==> config.mk <==
export PLATFORM = sky130hd
export DESIGN_NAME = sonar_obstacle_avoid_fsm
export DESIGN_NICKNAME = d
export VERILOG_FILES = /design/src/rtl/soa_pkg.sv /design/src/rtl/soa_cfg_regs.sv /design/src/rtl/soa_speed_sel.sv /design/src/rtl/soa_steer_rules.sv /design/src/rtl/sonar_obstacle_avoid_fsm.sv
export SDC_FILE = /design/constraint.sdc
export NUM_CORES = 1
export LEC_CHECK = 0
export BUFFER_PORTS_ARGS = -buffer_cell sky130_fd_sc_hd__buf_2
export CAP_MARGIN = 20
export CORE_MARGIN = 1
export CORE_UTILIZATION = 55
export CTS_CLUSTER_DIAMETER = 40
export CTS_CLUSTER_SIZE = 14
export DETAILED_ROUTE_END_ITERATION = 8
export PLACE_DENSITY = 0.78
export SLEW_MARGIN = 20
export SYNTH_ARGS = -nofsm -noshare
export SYNTH_HDL_FRONTEND = slang
export SYNTH_HIERARCHICAL = 1
export SYNTH_SLANG_ARGS = --single-unit
==> constraint.sdc <==
create_clock -name aclk -period 5.14 [get_ports aclk]
set_clock_uncertainty 0.1 [all_clocks]
set_input_delay 0.771 -clock aclk [delete_from_list [all_inputs] [get_ports aclk]]
set_output_delay 0.771 -clock aclk [all_outputs]
set_load 0.005 [all_outputs]
==> src/rtl/soa_pkg.sv <==
// ----------------------------------------------------------------------------
// soa_pkg
// Shared types and constants for the sonar obstacle-avoidance steering block.
// ----------------------------------------------------------------------------
package soa_pkg;

    localparam int DIST_BITS = 10;
    localparam int THR_BITS  = 10;
    localparam int SPD_BITS  = 7;
    localparam int CMP_W     = (DIST_BITS > THR_BITS) ? DIST_BITS : THR_BITS;
    localparam int CFG_ADDR_BITS = 3;
    localparam int CFG_DATA_BITS = THR_BITS;

    localparam logic [CFG_ADDR_BITS-1:0] CFG_NEAR_THR = 3'd0;
    localparam logic [CFG_ADDR_BITS-1:0] CFG_MID_THR  = 3'd1;
    localparam logic [CFG_ADDR_BITS-1:0] CFG_FAR_THR  = 3'd2;
    localparam logic [CFG_ADDR_BITS-1:0] CFG_SLOW_SPD = 3'd3;
    localparam logic [CFG_ADDR_BITS-1:0] CFG_MED_SPD  = 3'd4;
    localparam logic [CFG_ADDR_BITS-1:0] CFG_FAST_SPD = 3'd5;

    localparam logic [THR_BITS-1:0] NEAR_THR_RST = 10'd20;
    localparam logic [THR_BITS-1:0] MID_THR_RST  = 10'd40;
    localparam logic [THR_BITS-1:0] FAR_THR_RST  = 10'd80;
    localparam logic [SPD_BITS-1:0] SLOW_SPD_RST = 7'd30;
    localparam logic [SPD_BITS-1:0] MED_SPD_RST  = 7'd60;
    localparam logic [SPD_BITS-1:0] FAST_SPD_RST = 7'd100;

    typedef enum logic [1:0] {
        HD_FWD,
        HD_BWD,
        HD_TL,
        HD_TR
    } heading_t;

    typedef enum logic [2:0] {
        MC_STOP,
        MC_FWD,
        MC_BWD,
        MC_LEFT,
        MC_RIGHT
    } motor_cmd_t;

    typedef struct packed {
        motor_cmd_t cmd;
        heading_t   hd;
    } move_t;

    typedef struct packed {
        logic [THR_BITS-1:0] near_threshold;
        logic [THR_BITS-1:0] mid_threshold;
        logic [THR_BITS-1:0] far_threshold;
        logic [SPD_BITS-1:0] slow_speed;
        logic [SPD_BITS-1:0] medium_speed;
        logic [SPD_BITS-1:0] fast_speed;
    } cfg_t;

    typedef struct packed {
        logic [DIST_BITS-1:0] dist_middle;
        logic [DIST_BITS-1:0] dist_right;
        logic [DIST_BITS-1:0] dist_left;
        logic [DIST_BITS-1:0] dist_back;
    } in_beat_t;

    typedef struct packed {
        logic [2:0]          motor_command;
        logic [1:0]          heading;
        logic [SPD_BITS-1:0] drive_speed;
    } out_beat_t;

endpackage

==> src/rtl/soa_cfg_regs.sv <==
// ----------------------------------------------------------------------------
// soa_cfg_regs
// Threshold and speed registers behind the plain write port.
// ----------------------------------------------------------------------------
module soa_cfg_regs (
    input  logic                               aclk,
    input  logic                               aresetn,
    input  logic                               cfg_we,
    input  logic [soa_pkg::CFG_ADDR_BITS-1:0]  cfg_addr,
    input  logic [soa_pkg::CFG_DATA_BITS-1:0]  cfg_wdata,
    output soa_pkg::cfg_t                      cfg
);
    import soa_pkg::*;

    cfg_t cfg_reg;
    cfg_t cfg_next;

    always_comb begin
        cfg_next = cfg_reg;
        if (cfg_we) begin
            case (cfg_addr)
                CFG_NEAR_THR: cfg_next.near_threshold = cfg_wdata[THR_BITS-1:0];
                CFG_MID_THR:  cfg_next.mid_threshold  = cfg_wdata[THR_BITS-1:0];
                CFG_FAR_THR:  cfg_next.far_threshold  = cfg_wdata[THR_BITS-1:0];
                CFG_SLOW_SPD: cfg_next.slow_speed     = cfg_wdata[SPD_BITS-1:0];
                CFG_MED_SPD:  cfg_next.medium_speed   = cfg_wdata[SPD_BITS-1:0];
                CFG_FAST_SPD: cfg_next.fast_speed     = cfg_wdata[SPD_BITS-1:0];
                default: ;
            endcase
        end
    end

    always_ff @(posedge aclk) begin
        if (!aresetn) begin
            cfg_reg.near_threshold <= NEAR_THR_RST;
            cfg_reg.mid_threshold  <= MID_THR_RST;
            cfg_reg.far_threshold  <= FAR_THR_RST;
            cfg_reg.slow_speed     <= SLOW_SPD_RST;
            cfg_reg.medium_speed   <= MED_SPD_RST;
            cfg_reg.fast_speed     <= FAST_SPD_RST;
        end else begin
            cfg_reg <= cfg_next;
        end
    end

    assign cfg = cfg_reg;

endmodule

==> src/rtl/soa_speed_sel.sv <==
// ----------------------------------------------------------------------------
// soa_speed_sel
// Drive speed from the nearest of the three front distances.
// ----------------------------------------------------------------------------
module soa_speed_sel (
    input  soa_pkg::in_beat_t               beat,
    input  soa_pkg::cfg_t                   cfg,
    output logic [soa_pkg::SPD_BITS-1:0]    speed
);
    import soa_pkg::*;

    logic [DIST_BITS-1:0] min_mr;
    logic [DIST_BITS-1:0] min_front;
    logic [CMP_W-1:0]     min_x;

    always_comb begin
        min_mr    = (beat.dist_right < beat.dist_middle) ? beat.dist_right : beat.dist_middle;
        min_front = (beat.dist_left < min_mr) ? beat.dist_left : min_mr;
        min_x     = CMP_W'(min_front);
        if (min_x < CMP_W'(cfg.near_threshold)) begin
            speed = cfg.slow_speed;
        end else if (min_x >= CMP_W'(cfg.far_threshold)) begin
            speed = cfg.fast_speed;
        end else if (min_x >= CMP_W'(cfg.mid_threshold)) begin
            speed = cfg.medium_speed;
        end else begin
            speed = cfg.slow_speed;
        end
    end

endmodule

==> src/rtl/soa_steer_rules.sv <==
// ----------------------------------------------------------------------------
// soa_steer_rules
// Heading rule blocks in fixed order; each block sees the heading left by
// the blocks before it.
// ----------------------------------------------------------------------------
module soa_steer_rules (
    input  soa_pkg::in_beat_t  beat,
    input  soa_pkg::cfg_t      cfg,
    input  soa_pkg::move_t     move_cur,
    output soa_pkg::move_t     move_next
);
    import soa_pkg::*;

    typedef struct packed {
        logic mh;
        logic ml;
        logic lh;
        logic ll;
        logic rh;
        logic rl;
        logic bclear;
        logic bblk;
        logic l_gt_r;
    } flags_t;

    flags_t f;
    move_t  mv_fwd;
    move_t  mv_bwd;
    move_t  mv_tl;

    function automatic move_t side(input flags_t fl);
        move_t r;
        r.cmd = fl.l_gt_r ? MC_LEFT : MC_RIGHT;
        r.hd  = fl.l_gt_r ? HD_TL : HD_TR;
        return r;
    endfunction

    function automatic move_t mk(input motor_cmd_t c, input heading_t h);
        move_t r;
        r.cmd = c;
        r.hd  = h;
        return r;
    endfunction

    function automatic move_t blk_fwd(input move_t mi, input flags_t fl);
        move_t r;
        r = mi;
        if (fl.mh && fl.lh && fl.rh) r = mk(MC_FWD, HD_FWD);
        if (fl.mh && fl.lh && fl.rl) r = mk(MC_LEFT, HD_TL);
        if (fl.mh && fl.ll && fl.rh) r = mk(MC_RIGHT, HD_TR);
        if (fl.ml && fl.ll && fl.rl) r = mk(MC_BWD, HD_BWD);
        if (fl.ml && fl.lh && fl.rh) r = side(fl);
        if (fl.mh && fl.ll && fl.rl) r = mk(MC_BWD, HD_BWD);
        return r;
    endfunction

    function automatic move_t blk_bwd(input move_t mi, input flags_t fl);
        move_t r;
        r = mi;
        if (fl.mh && fl.lh && fl.rh && fl.bclear) r = side(fl);
        if (fl.mh && fl.lh && fl.rl && fl.bclear) r = mk(MC_RIGHT, HD_BWD);
        if (fl.mh && fl.ll && fl.rh && fl.bclear) r = mk(MC_LEFT, HD_BWD);
        if (fl.ml && fl.ll && fl.rl && fl.bclear) r = mk(MC_BWD, HD_BWD);
        if (fl.ml && fl.lh && fl.rh && fl.bclear) r = side(fl);
        if (fl.mh && fl.ll && fl.rl && fl.bclear) r = mk(MC_BWD, HD_BWD);
        if (fl.bblk) r = side(fl);
        if (fl.ml && fl.ll && fl.rl && fl.bblk) r = mk(MC_STOP, HD_BWD);
        return r;
    endfunction

    function automatic move_t blk_tl(input move_t mi, input flags_t fl);
        move_t r;
        r = mi;
        if (fl.mh && fl.lh && fl.rh) r = mk(MC_FWD, HD_FWD);
        if (fl.mh && fl.lh && fl.rl) r = mk(MC_LEFT, HD_TL);
        if (fl.ml && fl.ll && fl.rl) r = mk(MC_BWD, HD_BWD);
        return r;
    endfunction

    function automatic move_t blk_tr(input move_t mi, input flags_t fl);
        move_t r;
        r = mi;
        if (fl.mh && fl.lh && fl.rh) r = mk(MC_FWD, HD_FWD);
        if (fl.mh && fl.ll && fl.rh) r = mk(MC_RIGHT, HD_TR);
        if (fl.ml && fl.ll && fl.rl) r = mk(MC_BWD, HD_BWD);
        return r;
    endfunction

    always_comb begin
        f.mh     = CMP_W'(beat.dist_middle) > CMP_W'(cfg.near_threshold);
        f.ml     = CMP_W'(beat.dist_middle) < CMP_W'(cfg.near_threshold);
        f.lh     = CMP_W'(beat.dist_left)   > CMP_W'(cfg.near_threshold);
        f.ll     = CMP_W'(beat.dist_left)   < CMP_W'(cfg.near_threshold);
        f.rh     = CMP_W'(beat.dist_right)  > CMP_W'(cfg.near_threshold);
        f.rl     = CMP_W'(beat.dist_right)  < CMP_W'(cfg.near_threshold);
        f.bclear = CMP_W'(beat.dist_back)   > CMP_W'(cfg.far_threshold);
        f.bblk   = CMP_W'(beat.dist_back)   < CMP_W'(cfg.near_threshold);
        f.l_gt_r = beat.dist_left > beat.dist_right;
    end

    always_comb begin
        mv_fwd    = (move_cur.hd == HD_FWD) ? blk_fwd(move_cur, f) : move_cur;
        mv_bwd    = (mv_fwd.hd == HD_BWD) ? blk_bwd(mv_fwd, f) : mv_fwd;
        mv_tl     = (mv_bwd.hd == HD_TL) ? blk_tl(mv_bwd, f) : mv_bwd;
        move_next = (mv_tl.hd == HD_TR) ? blk_tr(mv_tl, f) : mv_tl;
    end

endmodule

==> src/rtl/sonar_obstacle_avoid_fsm.sv <==
// ----------------------------------------------------------------------------
// sonar_obstacle_avoid_fsm
// Sonar obstacle-avoidance steering: heading state machine and speed choice.
// ----------------------------------------------------------------------------
// Usage:
//   s_valid/s_ready/s_data carry one beat of four sonar distances (middle,
//   right, left, back). m_valid/m_ready/m_data return one beat per input:
//   motor command, new heading and drive speed.
//   cfg_we/cfg_addr/cfg_wdata write the three distance thresholds and the
//   three speed duties; write only while no beat is in flight.
//   Path: a beat accepted is loaded into the input register, evaluated
//   there by the rule and speed logic, and its result is loaded into the
//   result register, which drives m_data.
//   Throughput: one beat per cycle while m_ready is high; the heading state
//   loop runs through the rule logic and the heading state register.
//   Stall: with a result waiting and m_ready low the result register holds;
//   the input register takes one more beat; s_ready drops only when both hold.
//   Reset: heading forward, last command stop, both registers empty and
//   the configuration back to its default thresholds and duties.
// ----------------------------------------------------------------------------
module sonar_obstacle_avoid_fsm (
    input  logic                               aclk,
    input  logic                               aresetn,
    input  logic                               s_valid,
    output logic                               s_ready,
    input  soa_pkg::in_beat_t                  s_data,
    output logic                               m_valid,
    input  logic                               m_ready,
    output soa_pkg::out_beat_t                 m_data,
    input  logic                               cfg_we,
    input  logic [soa_pkg::CFG_ADDR_BITS-1:0]  cfg_addr,
    input  logic [soa_pkg::CFG_DATA_BITS-1:0]  cfg_wdata
);
    import soa_pkg::*;

    cfg_t      cfg;
    in_beat_t  in_reg;
    logic      in_valid_reg;
    out_beat_t out_reg;
    out_beat_t out_next;
    logic      out_valid_reg;
    move_t     move_reg;
    move_t     move_next;
    logic [SPD_BITS-1:0] speed;
    logic      out_free;
    logic      advance;

    soa_cfg_regs u_cfg (
        .aclk      (aclk),
        .aresetn   (aresetn),
        .cfg_we    (cfg_we),
        .cfg_addr  (cfg_addr),
        .cfg_wdata (cfg_wdata),
        .cfg       (cfg)
    );

    soa_speed_sel u_speed (
        .beat  (in_reg),
        .cfg   (cfg),
        .speed (speed)
    );

    soa_steer_rules u_steer (
        .beat      (in_reg),
        .cfg       (cfg),
        .move_cur  (move_reg),
        .move_next (move_next)
    );

    assign out_free = !out_valid_reg || m_ready;
    assign advance  = in_valid_reg && out_free;
    assign s_ready  = !in_valid_reg || out_free;

    always_comb begin
        out_next.motor_command = move_next.cmd;
        out_next.heading       = move_next.hd;
        out_next.drive_speed   = speed;
    end

    always_ff @(posedge aclk) begin
        if (!aresetn) begin
            in_valid_reg  <= 1'b0;
            out_valid_reg <= 1'b0;
            move_reg      <= '{cmd: MC_STOP, hd: HD_FWD};
        end else begin
            if (s_ready) begin
                in_valid_reg <= s_valid;
            end
            if (out_free) begin
                out_valid_reg <= in_valid_reg;
            end
            if (advance) begin
                move_reg <= move_next;
            end
        end
    end

    always_ff @(posedge aclk) begin
        if (s_valid && s_ready) begin
            in_reg <= s_data;
        end
        if (advance) begin
            out_reg <= out_next;
        end
    end

    assign m_valid = out_valid_reg;
    assign m_data  = out_reg;

    a_result_matches_state: assert property (@(posedge aclk) disable iff (!aresetn)
        (aresetn && advance) |=> (m_data.motor_command == move_reg.cmd
                                  && m_data.heading == move_reg.hd))
        else $error("result beat differs from stored heading state");

    a_state_holds: assert property (@(posedge aclk) disable iff (!aresetn)
        (aresetn && !advance) |=> $stable(move_reg))
        else $error("heading state moved without a beat");

    a_ready_only_full: assert property (@(posedge aclk) disable iff (!aresetn)
        !s_ready |-> (in_valid_reg && m_valid && !m_ready))
        else $error("input stalled while a stage was free");

    a_cmd_legal: assert property (@(posedge aclk) disable iff (!aresetn)
        m_valid |-> (m_data.motor_command <= MC_RIGHT))
        else $error("motor command out of range");

endmodule
==> metrics.txt <==
run status=complete, but fails checks; failing checks=setup timing; worst slew pin tran=0.9440 ns; FP Rows=42; FF-to-FF path depth=22; max reg flops=51; Post-synth ARST share=0%; global-route wire length before repair=32.03 mm; critical path required time=roughly 5.2 ns; nets=1064; Crit Path Max Fanout=8; clk root buf=clkbuf_16; die span in x=120.4 um; layout cells sized above 1=26.19%; Synth Cell Area=~0.0077 mm^2; cell area after layout=0.009303 mm^2; post-synthesis register bit count=110; Total GRT Usage=28.86%; commonest register cell after synthesis=dfxtp_1; Slew HR=37.07%; initial antenna violation count=0; CTS buffer count=9; detailed-route wire length per cell=18.95 um; Top delay family on crit path=compound AO/OA/AOI/OAI gates; commonest cells after routing, fill and taps aside=100 x ha_1, 87 x inv_1, 72 x nand2_1; cell leakage power=4.065 nW; WHS Endpoint=u_cfg/cfg[35]$_SDFFE_PN0P_; synthesized instance count=between 700 and 800; Slowest-stage cell, CP=or4_4; DR vias/cell=5.860; die extent in y=120.4 um; Worst setup SP type=flop; core area=0.01345 mm^2; critical path arrival=5.33 ns; Starting Density=57.32%; RSZ-0062 raised after global routing=true; synth unique cells=84; number of global-route vias before repair=6338; Clock transition at path regs=~0.080 ns; Place WS=-0.2599 ns; final setup fails=7; Remaining DRCs=0; Post-synth EDFFs=52; commonest non-fill, non-tap cell in the layout=ha_1; Cell Area, Placed=0.008747 mm^2; Final min period=between 5 and 6 ns; TritonCTS clock tree=done; DP HPWL=16.03 mm; MaxCap Viol Count=0; Final Max Tran Viols=0; maximum clock rate=0.1886 GHz; Worst Hold Depth=2; synth warn=6; Mapped Avg Cell Area=10.09 um^2; CTS HTree Levels=3; P per Cell Area=274.8 mW/mm^2; worst hold path class=reg -> reg; DRT Pass-1 Iters=5; clock sink count=110; Buffers & Inverters on Critical Path=3; Final Hold Vio Count=0; Clk Latency, worst-skew pair=0.36 ns; syn_nets=between 900 and 1000; Crit Reg-Reg Endpoint=m_data[5]$_DFFE_PP_; max incr delay on CP=between 0.5 and 0.6 ns; Area Growth Syn to Fin=20.64%; Via Count=6335; Detailed Route Iter0 Violations=around 450; Routed Antenna Nets=0; Routability Congestion=0.8928; Hold Path Origin=u_cfg/cfg[35]$_SDFFE_PN0P_; gr ovfl total=0; I/O pins=72; fin crit share=103.2%; CP Capture Type=flop; sequential-to-total area share from yosys stat=a little over a third; crit path cell chain=ha_4 -> nand4_1 -> buf_4 -> a211o_4 -> nand2_8 -> mux2i_4 -> ha_4 -> nand4_1 -> or4_4 -> o211a_1 -> a21oi_2 -> buf_12 -> mux2i_2 -> buf_4 -> ha_1 -> and2_1 -> o21ai_0 -> o21ai_2 -> o22ai_4 -> nand2b_2 -> o22ai_1 -> o2bb2a_4; Peak VDD IR=approximately 280 uV; drt total wl=20.49 mm; final worst slack=-0.1623 ns; clock tree buffer depth=2; R2R setup slack=-0.16 ns; DIE AREA=0.01450 mm^2; Diodes inserted=0; reg2reg start=in_reg[29]$_DFFE_PP_; largest net degree at the start of global routing=42; PortBufs=71; Setup CP Type=reg -> reg
## worst max-delay path by stage
stage	cells after the start	startpoint	end
floorplan	22	in_reg[27]$_DFFE_PP_	m_data[5]$_DFFE_PP_
global placement	21	in_reg[37]$_DFFE_PP_	m_data[5]$_DFFE_PP_
detailed placement	22	in_reg[37]$_DFFE_PP_	m_data[5]$_DFFE_PP_
CTS	22	in_reg[29]$_DFFE_PP_	m_data[5]$_DFFE_PP_
global route	23	in_reg[29]$_DFFE_PP_	m_data[5]$_DFFE_PP_
finish	22	in_reg[29]$_DFFE_PP_	m_data[5]$_DFFE_PP_
## per-stage QoR
step                      hold WS (ns)  TNS (ns)  instances  util (%)  total power [mW]
after floorplan                 0.3345   -0.1524        764         -             1.536
after global placement          0.3448   -0.5656       1057     65.02             1.778
final                           0.3653   -0.8714       1081     69.15             2.557
after CTS                       0.3682   -0.9286       1080     68.32             2.531
after detailed placement        0.3582    -1.493       1057     65.02             1.809
after global routing            0.3898    -2.549       1081     69.15             2.672
## power breakdown
group	switching, mW	leakage [nW]	total [mW]	internal [mW]
sequential	0.0342	0.972	1.01	0.975
clock	0.345	0.146	0.689	0.344
combinational	0.452	2.95	0.858	0.406
total	0.831	4.06	2.56	1.73
## final cells by class
cell class                 instances  area (um^2)
clock buffer                      10        229.0
fill                            1017         4150
inverter                          89        334.1
timing repair buffer             141        893.4
tap                              176        220.2
multi-input combinational        549         4841
sequential                       110         2723
clock inverter                     6        62.56
## per-layer routing
metal	up-vias	track usage [%]	wire length, um
li1	3059	-	-
met1	3025	37.61	9157
met2	213	48.96	9806
met3	38	4.340	1043
met4	0	9.491	478
met5	-	0	0
## Yosys cell counts (all sizes together), types with 9 or more instances
cell / n / share of area, %
o21ai: 23 / 1.6
buf: 9 / 0.81
ha: 106 / 17
nand4: 16 / 1.3
inv: 89 / 4.3
a21oi: 36 / 2.6
nand3: 10 / 0.78
edfxtp: 52 / 20
a211oi: 11 / 1.6
o21a: 12 / 1.2
nand2: 77 / 4.2
nor2: 31 / 1.6
dfxtp: 58 / 15
o22ai: 11 / 1.1
nor3: 9 / 0.73
mux2i: 74 / 9.6
nor2b: 30 / 2.6
## repair_timing
action,in CTS,in global routing
endpoints found under the setup margin,7,7
pin swaps,12,7
hold buffers,0,0
resized for setup,17,17
cloned,1,0
hold endpoints to repair,0,0
setup buffers,6,2
## worst min-delay path: stages, from the launching register on
cell	delay [ns]
dfxtp_1	0.32
nand2_1	0.05
mux2i_1	0.05
## kinds of logic after synthesis
family,count (synthesis),synth area share [%]
flops,110,35.31
mux,74,9.606
simple gates,208,14.91
compound gates,160,17.44
fa+ha+maj,106,17.20
buf+inv,106,5.533
No activity file was read; power rests on OpenSTA's default activity.
